File: config.mk
export PLATFORM = sky130hd
export DESIGN_NAME = base64_stream_decoder_flat
export DESIGN_NICKNAME = d
export VERILOG_FILES = /design/src/rtl/b64d_pkg.sv /design/src/rtl/b64d_in_if.sv /design/src/rtl/b64d_out_if.sv /design/src/rtl/b64d_classify.sv /design/src/rtl/b64d_core.sv /design/src/rtl/base64_stream_decoder.sv /design/src/flat_wrapper.sv
export VERILOG_INCLUDE_DIRS = /design/src /design/src/rtl
export SDC_FILE = /design/constraint.sdc
export NUM_CORES = 1
export LEC_CHECK = 0
export CORE_MARGIN = 2
export CORE_UTILIZATION = 30
export CTS_BUF_LIST = sky130_fd_sc_hd__clkbuf_4 sky130_fd_sc_hd__clkbuf_8 sky130_fd_sc_hd__clkbuf_16
export DETAILED_ROUTE_END_ITERATION = 6
export DONT_BUFFER_PORTS = 1
export MAX_ROUTING_LAYER = met4
export SYNTH_ARGS = -nofsm -noshare
export SYNTH_HDL_FRONTEND = slang
export SYNTH_SLANG_ARGS = --single-unit
File: constraint.sdc
create_clock -name clk -period 7.3 [get_ports clk]
set_input_delay 0.73 -clock clk [delete_from_list [all_inputs] [get_ports clk]]
set_output_delay 0.73 -clock clk [all_outputs]
set_load 0.01 [all_outputs]
File: src/rtl/assert_macros.svh
// Assertion macros shared by the decoder RTL.
`ifndef ASSERT_MACROS_SVH
`define ASSERT_MACROS_SVH
`ifndef NO_ASSERTIONS
// Property must hold at every rising clock edge outside reset.
`define B64D_ASSERT(lbl, clk, rst_n, prop, msg) \
	lbl: assert property (@(posedge clk) disable iff (!rst_n) (prop)) else $error(msg);
// Expression must never be true outside reset.
`define B64D_NEVER(lbl, clk, rst_n, expr, msg) \
	lbl: assert property (@(posedge clk) disable iff (!rst_n) !(expr)) else $error(msg);
`else
`define B64D_ASSERT(lbl, clk, rst_n, prop, msg)
`define B64D_NEVER(lbl, clk, rst_n, expr, msg)
`endif
`endif

File: src/rtl/b64d_pkg.sv
// Shared types and constants of the base64 stream decoder.
`timescale 1ns / 1ps
package b64d_pkg;

	typedef enum logic [1:0] {
		ST_OK      = 2'd0,
		ST_INVALID = 2'd1,
		ST_EMPTY   = 2'd2,
		ST_NO_DATA = 2'd3
	} status_t;

	// Character class of one input byte.
	typedef struct packed {
		logic       blank;
		logic       pad;
		logic       sym;
		logic [5:0] value;
	} char_class_t;

	// Result of one character, as handed to the result register.
	typedef struct packed {
		logic       produce;
		logic       byte_valid;
		logic [7:0] out_byte;
		status_t    status;
		logic       frame_done;
	} result_t;

	localparam logic [7:0] CHAR_PAD = 8'h3D;

endpackage

File: src/rtl/b64d_in_if.sv
// Handshake channel for encoded characters.
`timescale 1ns / 1ps
interface b64d_in_if;
	logic       valid;
	logic       ready;
	logic [7:0] input_char;
	logic       end_of_payload;

	modport source (output valid, output input_char, output end_of_payload, input ready);
	modport sink   (input valid, input input_char, input end_of_payload, output ready);
endinterface

File: src/rtl/b64d_out_if.sv
// Handshake channel for decoded bytes and payload status.
`timescale 1ns / 1ps
interface b64d_out_if;
	logic       valid;
	logic       ready;
	logic       byte_valid;
	logic [7:0] out_byte;
	logic [1:0] status;
	logic       frame_done;

	modport source (output valid, output byte_valid, output out_byte, output status,
		output frame_done, input ready);
	modport sink   (input valid, input byte_valid, input out_byte, input status,
		input frame_done, output ready);
endinterface

File: src/rtl/b64d_classify.sv
// Character classifier: whitespace, padding and the standard and URL-safe base64 alphabets.
`timescale 1ns / 1ps
module b64d_classify (
	input  logic [7:0]           ch,
	output b64d_pkg::char_class_t cls
);

	logic [7:0] diff;

	always_comb begin
		cls = '0;
		diff = 8'd0;
		case (ch) inside
			8'h20, [8'h09:8'h0D]: cls.blank = 1'b1;
			b64d_pkg::CHAR_PAD:   cls.pad = 1'b1;
			[8'h41:8'h5A]: begin
				diff = ch - 8'h41;
				cls.sym = 1'b1;
				cls.value = diff[5:0];
			end
			[8'h61:8'h7A]: begin
				diff = ch - 8'h61 + 8'd26;
				cls.sym = 1'b1;
				cls.value = diff[5:0];
			end
			[8'h30:8'h39]: begin
				diff = ch - 8'h30 + 8'd52;
				cls.sym = 1'b1;
				cls.value = diff[5:0];
			end
			8'h2B, 8'h2D: begin
				cls.sym = 1'b1;
				cls.value = 6'd62;
			end
			8'h2F, 8'h5F: begin
				cls.sym = 1'b1;
				cls.value = 6'd63;
			end
			default: cls = '0;
		endcase
	end

endmodule

File: src/rtl/b64d_core.sv
// Decode state: 12-bit symbol window, pending bit count and payload flags.
`timescale 1ns / 1ps
module b64d_core (
	input  logic                clk,
	input  logic                arst_n,
	input  logic                fire,
	input  logic [7:0]          ch,
	input  logic                eop,
	output b64d_pkg::result_t   res
);

	b64d_pkg::char_class_t cls;

	logic [11:0] acc_q;
	logic [2:0]  pend_q;
	logic        pad_q;
	logic        inv_q;
	logic        sym_q;
	logic        emit_q;

	logic        active;
	logic        take;
	logic        have;
	logic [11:0] acc_n;
	logic [2:0]  pend_n;
	logic        sym_n;
	logic        inv_n;
	logic        emit_n;
	logic [7:0]  byte_n;

	b64d_classify u_classify (
		.ch  (ch),
		.cls (cls)
	);

	always_comb begin
		active = !cls.blank && !pad_q && !inv_q;
		take   = active && cls.sym;
		acc_n  = take ? {acc_q[5:0], cls.value} : acc_q;
		// pending is always even, so any nonzero count completes a byte
		have   = take && (pend_q != 3'd0);
		pend_n = take ? (have ? pend_q - 3'd2 : pend_q + 3'd6) : pend_q;
		sym_n  = sym_q | !cls.blank;
		inv_n  = inv_q | (active && !cls.pad && !cls.sym);
		emit_n = emit_q | have;
		case (pend_q)
			3'd2:    byte_n = acc_n[7:0];
			3'd4:    byte_n = acc_n[9:2];
			3'd6:    byte_n = acc_n[11:4];
			default: byte_n = acc_n[7:0];
		endcase

		res = '0;
		res.produce    = have || eop;
		res.byte_valid = have;
		res.out_byte   = have ? byte_n : 8'd0;
		res.frame_done = eop;
		if (!eop)                res.status = b64d_pkg::ST_OK;
		else if (!sym_n)         res.status = b64d_pkg::ST_EMPTY;
		else if (inv_n)          res.status = b64d_pkg::ST_INVALID;
		else if (!emit_n)        res.status = b64d_pkg::ST_NO_DATA;
		else                     res.status = b64d_pkg::ST_OK;
	end

	always_ff @(posedge clk or negedge arst_n) begin
		if (!arst_n) begin
			acc_q  <= '0;
			pend_q <= '0;
			pad_q  <= 1'b0;
			inv_q  <= 1'b0;
			sym_q  <= 1'b0;
			emit_q <= 1'b0;
		end else if (fire) begin
			if (eop) begin
				acc_q  <= '0;
				pend_q <= '0;
				pad_q  <= 1'b0;
				inv_q  <= 1'b0;
				sym_q  <= 1'b0;
				emit_q <= 1'b0;
			end else begin
				acc_q  <= acc_n;
				pend_q <= pend_n;
				pad_q  <= pad_q | (active && cls.pad);
				inv_q  <= inv_n;
				sym_q  <= sym_n;
				emit_q <= emit_n;
			end
		end
	end

endmodule

File: src/rtl/base64_stream_decoder.sv
// Top level of the URL-safe base64 stream decoder.
`timescale 1ns / 1ps
`include "assert_macros.svh"
// Streaming base64 decoder: one encoded character per beat on enc, at most one
// result per character on dec. Whitespace is skipped, '-' and '_' decode as '+'
// and '/', and everything after the first '=' in a payload is ignored. The beat
// with end_of_payload set yields a result with frame_done and a status (ok,
// invalid character, empty payload, nothing decoded), after which the decoder
// is back in its reset state for the next payload. Throughput is one character
// per clock while dec is not stalled. A character is held in the input register
// after it is accepted and decoded from there; its result moves into the result
// register when that is free or being taken, and is held there until taken.
// A character that completes no byte and is not last produces no beat on dec.
module base64_stream_decoder (
	input  logic        clk,
	input  logic        arst_n,
	b64d_in_if.sink     enc,
	b64d_out_if.source  dec
);

	logic       valid_s1;
	logic [7:0] char_s1;
	logic       eop_s1;

	logic                valid_s2;
	b64d_pkg::result_t   res_s2;
	b64d_pkg::result_t   res;

	logic adv;
	logic fire;

	assign adv       = !valid_s2 || dec.ready;
	assign fire      = valid_s1 && adv;
	assign enc.ready = !valid_s1 || adv;

	always_ff @(posedge clk or negedge arst_n) begin
		if (!arst_n) begin
			valid_s1 <= 1'b0;
		end else if (enc.ready) begin
			valid_s1 <= enc.valid;
		end
	end

	always_ff @(posedge clk) begin
		if (enc.valid && enc.ready) begin
			char_s1 <= enc.input_char;
			eop_s1  <= enc.end_of_payload;
		end
	end

	b64d_core u_core (
		.clk    (clk),
		.arst_n (arst_n),
		.fire   (fire),
		.ch     (char_s1),
		.eop    (eop_s1),
		.res    (res)
	);

	// drop characters that neither finish a byte nor end the payload
	always_ff @(posedge clk or negedge arst_n) begin
		if (!arst_n) begin
			valid_s2 <= 1'b0;
		end else if (adv) begin
			valid_s2 <= fire && res.produce;
		end
	end

	always_ff @(posedge clk) begin
		if (fire) begin
			res_s2 <= res;
		end
	end

	assign dec.valid      = valid_s2;
	assign dec.byte_valid = res_s2.byte_valid;
	assign dec.out_byte   = res_s2.out_byte;
	assign dec.status     = res_s2.status;
	assign dec.frame_done = res_s2.frame_done;

	`B64D_ASSERT(a_empty_beat_is_frame_end, clk, arst_n,
		(dec.valid && !dec.byte_valid) |-> dec.frame_done,
		"result beat carries neither byte nor frame end")
	`B64D_ASSERT(a_status_only_at_end, clk, arst_n,
		(dec.valid && !dec.frame_done) |-> (dec.status == b64d_pkg::ST_OK),
		"status set on a beat that is not the frame end")
	`B64D_ASSERT(a_no_byte_zero, clk, arst_n,
		(dec.valid && !dec.byte_valid) |-> (dec.out_byte == 8'd0),
		"byte field not cleared without byte_valid")
	`B64D_NEVER(a_s1_lost, clk, arst_n,
		valid_s1 && !adv && enc.ready,
		"input stage overwritten while stalled")

endmodule

File: src/flat_wrapper.sv
// flat-port wrapper written by rule: the top's interface ports become plain ports
module base64_stream_decoder_flat 
  (clk, arst_n, enc_valid, enc_input_char, enc_end_of_payload, enc_ready, dec_valid, dec_byte_valid, dec_out_byte, dec_status, dec_frame_done, dec_ready);
  b64d_in_if enc_i ();
  b64d_out_if dec_i ();
  input  logic clk;
  input  logic arst_n;
  input wire logic [$bits(enc_i.valid)-1:0] enc_valid;
  input wire logic [$bits(enc_i.input_char)-1:0] enc_input_char;
  input wire logic [$bits(enc_i.end_of_payload)-1:0] enc_end_of_payload;
  output wire logic [$bits(enc_i.ready)-1:0] enc_ready;
  output wire logic [$bits(dec_i.valid)-1:0] dec_valid;
  output wire logic [$bits(dec_i.byte_valid)-1:0] dec_byte_valid;
  output wire logic [$bits(dec_i.out_byte)-1:0] dec_out_byte;
  output wire logic [$bits(dec_i.status)-1:0] dec_status;
  output wire logic [$bits(dec_i.frame_done)-1:0] dec_frame_done;
  input wire logic [$bits(dec_i.ready)-1:0] dec_ready;
  assign enc_i.valid = enc_valid;
  assign enc_i.input_char = enc_input_char;
  assign enc_i.end_of_payload = enc_end_of_payload;
  assign enc_ready = enc_i.ready;
  assign dec_valid = dec_i.valid;
  assign dec_byte_valid = dec_i.byte_valid;
  assign dec_out_byte = dec_i.out_byte;
  assign dec_status = dec_i.status;
  assign dec_frame_done = dec_i.frame_done;
  assign dec_i.ready = dec_ready;
  base64_stream_decoder u_core (.clk(clk), .arst_n(arst_n), .enc(enc_i), .dec(dec_i));
endmodule
Word level (Yosys, flattened, before mapping). Cells that the tools add are included. W data, S select, Z words.

Eq/ne operators: 8. Shifts and indexed selects: 0. $mul: 0. Bitwise gates (word level): 4. Div/mod/pow operators: 0. Mux-type cells: 23. Order comparisons: 8. $add $sub $neg: 7. Reductions and logical operators: 31.

Operator list (number): $mux W7 (7); $eq A8 B6 Y1 const B (5); $mux W12 (2); $ge A8 B7 Y1 const B (2); $le A8 B7 Y1 const B (2); $pmux W8 S2 (1); $logic_and A1 B1 Y1 (14); $sub A6 B6 Y6 const B (2); $mux W3 (3); $eq A8 B7 Y1 const B (1); $ge A8 B4 Y1 const B (1); $ge A8 B6 Y1 const B (1); $le A8 B4 Y1 const B (1); $le A8 B6 Y1 const B (1); $logic_not A1 Y1 (7); $mux W1 (7); $add A6 B5 Y6 const B (1); $add A6 B6 Y6 const B (1); $eq A3 B3 Y1 const B (2); $mux W2 (3); $reduce_or A2 Y1 (3); $sub A6 B1 Y6 const B (1); $or A1 B1 Y1 (4); $reduce_and A2 Y1 (2); 5 further kinds (7).

Bits in writable memories: 0. Bits in read-only memories: 0. Bits in latches: 0. Flip-flop bits (word level): 42. Memories: 0.

Longest topological paths before layout. Gate-level depths: netlist of the first run.

Word-level depth: 15. Gate-level depth with buffers: 12. Mapped depth without buffers: 10.

Hierarchy. Synthesis of the first run repeated with hierarchy kept, for this count alone.

Cells, all modules: 211. Area total of the unflattened synthesis: 2263.4 um^2.

By module, submodules not included: b64d_core (times used 1, cells each 92, area an instance 842.1 um^2, sequential area each 325.3 um^2); base64_stream_decoder (times used 1, cells each 30, area an instance 737.0 um^2, sequential area each 680.7 um^2); b64d_classify (times used 1, cells each 89, area an instance 684.4 um^2, sequential area each 0.0 um^2).

Least setup slack after synthesis of the first run. OpenSTA, ideal clock, no wires.

Path type: reg-to-reg. Start: reg u_core.char_s1[2]. End: reg u_core.res_s2 (netlist bit u_core.dec.out_byte[0]), data pin. Clock period less this slack: 2850 ps. Library setup time: 262 ps. Data arrival time: 2588 ps. Stages on the path, launching flop included: 11. Path slack: 4450 ps. Path buffers: 2. Cell sequence: edfxtp_1 ha_1 buf_4 xnor2_1 or3_1 a2111o_1 o21bai_4 buf_6 nand3b_4 a222oi_1 nor2_1.

Longest elaborated chain between the ends: 12. Elaborated cells between the ends (all ways): 41.

RTL lines: start: declaration (RTL line base64_stream_decoder.sv:22) `logic [7:0] char_s1;`; start signal: assignment (RTL line base64_stream_decoder.sv:46) `char_s1 <= enc.input_char;`; parallel branches: the longest is 12 deep, another holds $sub A6 B6 Y6; end signal: assignment (RTL line base64_stream_decoder.sv:71) `res_s2 <= res;`; end: declaration (RTL line base64_stream_decoder.sv:26) `b64d_pkg::result_t res_s2;`.

Parallel ways; which one is timed is not known. A chain may end at the register's enable or synchronous reset.

Worst setup path in the final report of the first run.
Start: reg u_core.char_s1[1]. End: reg u_core.res_s2 (netlist bit u_core.dec.status[0]), data pin.

Longest elaborated chain between the ends: 14. Elaborated cells between the ends (all ways): 46.

RTL lines: $eq A8 B7 Y1 (no line) / $eq A8 B6 Y1 (equally long branches); $reduce_or A2 Y1 (RTL line b64d_classify.sv:13) `case (ch) inside`; $mux W7 (7 in series) (RTL line b64d_classify.sv:13); $logic_and A1 B1 Y1 * (RTL line b64d_core.sv:38) `take = active && cls.sym;`; $logic_and A1 B1 Y1 * (RTL line b64d_core.sv:41) `have = take && (pend_q != 3'd0);`; via u_core.u_core.have (RTL line b64d_core.sv:23) `logic have;`; $or A1 B1 Y1 * (RTL line b64d_core.sv:45) `emit_n = emit_q | have;`; $mux W2 * (RTL line b64d_core.sv:61) `else if (!emit_n) res.status = b64d_pkg::ST_NO_DATA;`; $mux W2 * (RTL line b64d_core.sv:60) `else if (inv_n) res.status = b64d_pkg::ST_INVALID;`.

Mark *: on every way through the listed nets, which the timed path passes. The rest lies on a longest branch.

==> results of run 1 <==
[flip-flops by register name (all words and copies together), names as in the netlist]
register	cells
u_core.u_core.inv_q	1
u_core.dec.valid	1
u_core.u_core.sym_q	1
u_core.char_s1	8
u_core.dec.frame_done	1
u_core.dec.out_byte	8
u_core.u_core.pad_q	1
u_core.dec.byte_valid	1
u_core.u_core.emit_q	1
u_core.dec.status	2
u_core.u_core.pend_q	2
u_core.u_core.acc_q	6
u_core.eop_s1	1
u_core.valid_s1	1
[worst paths after layout]
check | end | cells past startpoint
max reg2reg | u_core.dec.status[0] | 10
max | u_core.dec.status[0] | 10
min reg2reg | u_core.u_core.acc_q[4] | 2
min | u_core.u_core.acc_q[0] | 0
max in group asynchronous | u_core.u_core.acc_q[5] | 0
min in group clk | u_core.u_core.acc_q[4] | 2
[layout by cell type (no fill, tap or decap), drive strengths merged, types with 4 or more instances in the layout]
| master | Yosys | layout |
|---|---|---|
| nand2 | 24 | 24 |
| edfxtp | 21 | 21 |
| a21oi | 19 | 19 |
| dfrtp | 14 | 14 |
| inv | 14 | 14 |
| a22oi | 13 | 13 |
| nor2 | 13 | 13 |
| ha | 12 | 12 |
| clkbuf | 7 | 7 |
| o21ai | 5 | 5 |
| o211ai | 4 | 4 |
| a211oi | 4 | 4 |
| nand2b | 4 | 4 |
| xnor2 | 4 | 4 |
[cell type report]
| cell class | instances | share of cell area (%) |
|---|---|---|
| Tap cell | 96 | 5.20 |
| Clock buffer | 7 | 3.63 |
| Clock inverter | 1 | 0.217 |
| Multi-Input combinational cell | 153 | 46.2 |
| Sequential cell | 35 | 42.5 |
| Inverter | 14 | 2.28 |
[metal layers]
layer,track usage (%),vias to the layer above,wire (um)
met2,18.8,47,2080
met4,3.39,0,56
met5,-,-,0
met3,4.62,6,228
met1,18.9,737,2320
li1,-,781,-
[metrics by stage]
step           power (mW)  worst slack (ps)  cells  util [%]  instance area [sq um]
6_report            0.525              4110    306      33.4                   2310
5_1_grt             0.557              3920    306      33.4                   2310
4_1_cts             0.526              4150    306      33.4                   2310
3_5_place_dp        0.386              4150    298      32.2                   2220
3_3_place_gp        0.384              4210    298      32.2                   2220
2_1_floorplan       0.360              4450    215         -                   2170
[power breakdown]
group	total [mW]	internal [mW]	switching, mW
combinational	0.112	0.0451	0.0669
sequential	0.271	0.240	0.0314
clock	0.141	0.0743	0.0671
[kinds of logic after synthesis]
group	synth area share [%]
AND/OR/NAND/NOR	16.1
buffers and inverters	5.43
multiplexers	0.924
flip-flops	45.3
XOR/XNOR	1.62
AO/OA/AOI/OAI	23.7
adder cells (fa/ha/maj)	6.93
==> results.md, run 1 <==
Cells and area:
- The proportion of layout cells with a drive suffix above 1 is 7.14%.
- Relative to the synthesized area, the layout overhead comes to 6.64%.
- After filler insertion, the fill cell instance count of the layout stands at 736.
- The combined area of the multi-input logic cells is about 1100 sq um.
- The net count of the finished layout is roughly 230.
- The register area is 981 sq um.
- The number of antenna diodes in the final layout is 0.

Clock network:
- For the worst-skew pair, the clock arrives at the later sink with an insertion delay of approximately 290 ps.
- The TritonCTS clock tree is built.
- The level count of the clock H-tree is 2.
- After clock tree synthesis, the flow added hold-fix buffers numbering 0.
- Clock tree synthesis found a total of 35 sinks.
- The clock buffer count from CTS is 5.
- After clock tree synthesis, the repair step resized 0 gates.
- The post-CTS setup repair buffer count is 0.
- The clock passes through at most 2 buffers.
- After clock tree synthesis, the clock-pin slew on the worst setup and hold paths is approximately 70 ps.
- In this run the clock root is driven by a sky130_fd_sc_hd__clkbuf_8.

STA:
- Setup repair after global routing left no endpoint under its margin.
- The timing-limited maximum frequency is ~0.31 GHz.
- The clock period minus final worst setup slack is approximately 3200 ps.
- The hold violation count in the final report was 0.
- The post-route clock period utilization is 43.7%.
- The worst clock skew on the final layout is approximately 8.1 ps.
- The worst pin sits at a relative slew slack of between 50% and 60%.
- Setup violations remaining at the end of the flow were counted as 0.
- Final hold analysis gives a worst-case slack of 128 ps.
- The final number of max-transition violations was 0.
- After routing, the total negative slack on setup checks comes to 0 ps.
- The slew at the pin with the worst max-slew slack is 742 ps.

Critical path:
- The buffer and inverter count on the worst path is 2.
- The worst endpoint required time is approximately 7300 ps.
- Across all register-to-register paths, the minimum setup slack is just over 4000 ps.
- STA classifies the critical path endpoint as a register.
- The arrival time at the worst endpoint is between 3000 and 4000 ps.
- By startpoint and endpoint, the worst setup path is classified as reg -> reg.
- The largest incremental delay on the critical path is between 500 and 600 ps.
- The largest delay contributor family on the critical path is compound AO/OA/AOI/OAI gates.
- The beginning of the critical path is u_core.char_s1[1].
- Walking the worst path, the cells encountered are inv_1 -> ha_1 -> xnor2_1 -> or3_1 -> a2111o_1 -> o21bai_4 -> or2_1 -> inv_2 -> nor2_1 -> o221a_1.
- The largest fanout of any net on the critical path is 16.
- The critical path launch point type is a register.
- In this run the critical register-to-register path is launched from u_core.char_s1[1].
- The critical path's slowest cell is sky130_fd_sc_hd__edfxtp_1.

Place:
- Detailed placement ended at an HPWL of ~3.4 mm.
- The count of buffers added on input and output ports is 0.
- The final RePlAce weighted congestion is between 0.9 and 1.

Global route:
- The number of global-route vias before repair is between 1,500 and 2,000.
- The global-route congestion overflow total is 0.
- The largest net degree at the start of global routing is 23.
- Global routing used a little over an eighth of the available tracks.
- The initial antenna violation count is 0.
- The first global-routing pass estimated just under 8 mm of wire.

Yosys:
- Averaged over all synthesized cells, the footprint is ~10 sq um.
- Yosys printed 0 warnings.
- The number of nets handed over by synthesis was 240.
- Synthesis instantiated 55 different standard cells from the library.
- The top cell type by area accounts for between 20% and 30% of the synthesized area.
- Counting flops and latches in the post-synthesis netlist gives 35.
- After technology mapping, the gate count stands at between 200 and 250.
- The mapped cell area is about 2200 sq um.
- For this run, the leading register cell type out of synthesis is sky130_fd_sc_hd__edfxtp_1.
- The number of enable flip-flop cells after synthesis is 21.
- The share of the Yosys chip area taken by registers is between 40% and 50%.
- The top cell type by total area after synthesis is sky130_fd_sc_hd__edfxtp_1.
- In the post-synthesis netlist, the biggest area contributors are sky130_fd_sc_hd__edfxtp_1, sky130_fd_sc_hd__dfrtp_1, sky130_fd_sc_hd__ha_1.
- In the post-synthesis netlist, the cell with the most instances is sky130_fd_sc_hd__nand2_1.
- By count the netlist is led by sky130_fd_sc_hd__nand2_1, sky130_fd_sc_hd__edfxtp_1, sky130_fd_sc_hd__a21oi_1.
- In the synthesized netlist the async set-or-reset flop fraction comes to around two fifths.

Routing:
- The number of nets still failing antenna checks after routing is 0.
- In the routed design, unresolved DRC markers number 0.
- The routed layout has between 1,500 and 2,000 vias.
- Summed over all layers, the routed wires come to approximately 4.7 mm.
- Using the TritonRoute via totals, the vias-per-cell ratio works out to between 5 and 6.
- The wire length per cell is approximately 15 um.
- The number of violations reported at the end of detailed-routing iteration 0 is between 100 and 150.
- Before antenna repair, the detailed router went through 4 iterations.

Run status:
- The flow ran to the end, and the final reports show no timing, DRC or antenna violations.

Flow run:
- Across the run, the number of max-cap violations was 0.

Floorplanning:
- The height of the die is 89.0 um.
- In this run the standard cell core region covers just under 7000 sq um.
- The initial cell density of the core is a little under a third.
- In this run the core area contains 30 standard-cell rows.
- In this run the horizontal extent of the chip is just under 90 um.
- The die footprint is ~8000 sq um.
- 27 I/O pins were placed.

Power:
- The peak supply drop is roughly 0.10 mV.
- The total power divided by cell area is 227 nW/um^2.
- For this design the static power due to leakage is about 0.88 nW.

Min path:
- The tightest min-delay check is of the in -> async type.
Note: power is estimated with default switching activity, not from simulation.
==> run 2: changes to the inputs <==
==> constraint.sdc (replaced) <==
create_clock -name clk -period 3.3 [get_ports clk]
set_input_delay 0.33 -clock clk [delete_from_list [all_inputs] [get_ports clk]]
set_output_delay 0.33 -clock clk [all_outputs]
set_load 0.01 [all_outputs]
==> run 2 against run 1 <==
Against the previous run: sequential power rose by 120%; core utilization rose by 1.3 points; register-to-register slack got worse by 3900 ps; critical endpoint is now u_core.dec.out_byte[3]; largest power group unchanged.
==> results.md, run 2 (synthesized netlist as in run 1, its figures left out) <==
Run status:
- Result of the run: complete, no violations (unchanged).

Cells and area:
- The commonest non-fill, non-tap cell in the layout is sky130_fd_sc_hd__nand2_1 (unchanged).
- Commonest cells after routing, fill and taps aside: sky130_fd_sc_hd__nand2_1, sky130_fd_sc_hd__edfxtp_1, sky130_fd_sc_hd__a21oi_1 (unchanged).
- The filler-free cell count of the finished design is 314 (was 306).
- The total inserted antenna cells is 0 (unchanged).
- The final design instance area without fill came to 2400 sq um (was 2310 sq um).
- The layout overhead on the synthesized area is 10.9% (was 6.64%).
- The net count of the finished layout is 242 (was 234).
- The proportion of layout cells with a drive suffix above 1 is 10.1% (was 7.14%).

STA:
- The slew at the pin with the worst max-slew slack came to 722 ps (was 742 ps).
- The timing-limited maximum frequency came to 0.329 GHz (was 0.313 GHz).
- The worst clock skew on the final layout is 9.63 ps (was 8.13 ps).
- The final-report setup violation count is 0 (unchanged).
- The worst slew margin relative to its limit came to 51.8% (was 50.5%).
- The hold violation count in the final report is 0 (unchanged).
- The post-route clock period utilization is 92.2% (was 43.7%).
- The final number of max-transition violations is 0 (unchanged).
- The clock period minus final worst setup slack is 3040 ps (was 3190 ps).
- Unrepaired setup endpoints after global routing: no (unchanged).
- The setup TNS is 0 ps (unchanged).

Power:
- The fraction of power consumed by the clock network is 31.6% (was 26.9%).
- The share of power burned in combinational logic came to 21.1% (was 21.3%).
- The internal power summed over all cells is 885 uW (was 359 uW).
- The power dissipated by switching net loads was 370 uW (was 165 uW).
- The static leakage is 0.928 nW (was 0.879 nW).
- The part of the power in registers is 47.2% (was 51.7%).
- The peak supply drop is 0.197 mV (was 0.101 mV).
- The total power is 1.26 mW (was 525 uW).
- The proportion of total power due to net switching was 29.5% (was 31.5%).
- The total power divided by cell area was 523 nW/um^2 (was 227 nW/um^2).

Clock network:
- The clock latency on the worst-skew pair came to 290 ps (about the same).
- The TritonCTS clock tree is built (unchanged).
- The number of instances resized during post-cts repair is 0 (unchanged).
- The clock buffer count from CTS was 5 (unchanged).
- The number of sinks on the clock net was 35 (unchanged).
- The clock-pin slew on the worst setup and hold paths came to 70 ps (about the same).
- The cell chosen for the clock root is sky130_fd_sc_hd__clkbuf_8 (unchanged).
- The largest buffer count on any clock path came to 2 (unchanged).
- The post-CTS setup repair buffer count is 0 (unchanged).
- The level count of the clock H-tree is 2 (unchanged).

Floorplanning:
- The core box area is 6910 sq um (unchanged).
- The number of rows created at floorplan was 30 (unchanged).
- The height of the die was 89.0 um (unchanged).
- The initial cell density of the core is 31.4% (unchanged).
- The die footprint came to 7910 sq um (unchanged).
- The number of I/O pins was 27 (unchanged).
- The x dimension of the die was 89.0 um (unchanged).

Routing:
- The detailed-router iteration count before antenna repair is 4 (unchanged).
- The wire length per cell was 14.6 um (was 15.3 um).
- The via count is 1,636 (was 1,571).
- The number of nets still failing antenna checks after routing is 0 (unchanged).
- The final routed wirelength across all metal layers is 4.58 mm (was 4.68 mm).
- The uppermost metal layer occupied by signal nets is met4 (unchanged).
- The sum of met3 wire segment lengths after detailed routing is 279 um (was 228 um).
- The routed length on met2 is 2.09 mm (was 2.08 mm).
- The number of violations reported at the end of detailed-routing iteration 0 was 101 (was 144).
- The number of vias per cell is 5.21 (was 5.13).
- The total DRC errors in the routed layout is 0 (unchanged).
- The detailed-route wire length on metal 1 is 2.18 mm (was 2.32 mm).

Place:
- The number of I/O port buffers is 0 (unchanged).
- The cell area after placement is 2270 sq um (was 2220 sq um).
- The HPWL after detailed placement is 3.41 mm (was 3.42 mm).
- The number of placed cells counting well taps is 305 (was 298).
- The final RePlAce weighted congestion came to 0.887 (was 0.992).

Global route:
- The number of global-route vias before repair is 1,609 (was 1,549).
- The largest net degree at the start of global routing is 23 (unchanged).
- The initial antenna violation count is 0 (unchanged).
- The global-route wire length before repair is 8.09 mm (was 7.85 mm).
- The global-route congestion overflow total came to 0 (unchanged).
- The combined global-route utilization of all metal layers came to 13.7% (was 13.5%).

Critical path:
- The worst endpoint required time came to 3390 ps (was 7340 ps).
- The critical path launch point type is a register (unchanged).
- The kind of capture point of the worst setup path is a register (unchanged).
- The arrival time at the worst endpoint was 3130 ps (was 3230 ps).
- The largest fanout of any net on the critical path is 9 (was 16).
- The critical path class is reg -> reg (unchanged).

Min path:
- The kind of path behind the tightest hold check is in -> reg (was in -> async).

Flow run:
- The count of max-cap constraint violations came to 0 (unchanged).
==> run 2: cell types whose count changed in the layout (fill, tap and decap cells not counted) <==
cell                            before  now
sky130_fd_sc_hd__dlygate4sd3_1       0    1
sky130_fd_sc_hd__bufinv_16           0    1
sky130_fd_sc_hd__buf_4               0    7
sky130_fd_sc_hd__clkbuf_4            2    0
sky130_fd_sc_hd__clkbuf_8            5    6
==> run 2: repair_timing <==
action | in CTS | in global routing
endpoints found under the hold margin | 14 | 0
endpoints found under the setup margin | 0 | 0
hold buffers | 1 | 0
==> run 2: through the flow <==
step / hold WS [ps] / util [%] / setup WS (ps)
after floorplan: 34.4 / - / 450
after global placement: 34.9 / 32.9 / 338
after detailed placement: 34.9 / 32.9 / 254
after CTS: 127 / 34.8 / 244
after global routing: 116 / 34.8 / 31.3
final: 136 / 34.8 / 257
==> run 2: final cells by class <==
cell class	count	area, sq um
multi-input combinational	153	1070
sequential	35	981
fill	713	4510
timing repair buffer	8	62.6
clock buffer	6	82.6
inverter	14	52.6
tap	96	120
clock inverter	2	35.0
==> run 2: layer usage <==
metal  vias to the layer above  GRT usage [%]
met5                         -              -
met4                         0           3.66
met3                         2           3.97
met2                        62           19.3
met1                       775           19.2
li1                        797              -
==> run 2: worst max-delay path: stages, from the launching register on <==
cell	delay (ps)
sky130_fd_sc_hd__edfxtp_1	520
sky130_fd_sc_hd__ha_1	360
sky130_fd_sc_hd__xnor2_1	160
sky130_fd_sc_hd__or3_1	370
sky130_fd_sc_hd__a2111o_1	460
sky130_fd_sc_hd__o21bai_1	180
sky130_fd_sc_hd__o2bb2ai_1	320
sky130_fd_sc_hd__a22oi_1	150
sky130_fd_sc_hd__a211oi_1	320
==> run 2: power groups by stage <==
stage,sequential (mW),combinational [mW],clock (mW)
2_1_floorplan,0.584,0.212,0
4_1_cts,0.593,0.265,0.407
3_5_place_dp,0.602,0.259,0
3_3_place_gp,0.602,0.255,0
5_1_grt,0.605,0.302,0.434
6_report,0.593,0.265,0.397
==> run 2: final timing paths <==
check	start	end	slack, ps	cells after the start
min in group asynchronous	arst_n	u_core.u_core.acc_q[4]	510	1
max in group asynchronous	arst_n	u_core.u_core.acc_q[3]	2350	1
setup reg to reg	u_core.char_s1[2]	u_core.dec.out_byte[3]	260	8
setup / recovery	u_core.char_s1[2]	u_core.dec.out_byte[3]	260	8
hold reg to reg	u_core.u_core.acc_q[4]	u_core.u_core.acc_q[4]	520	2
hold / removal	enc_end_of_payload	u_core.eop_s1	140	0
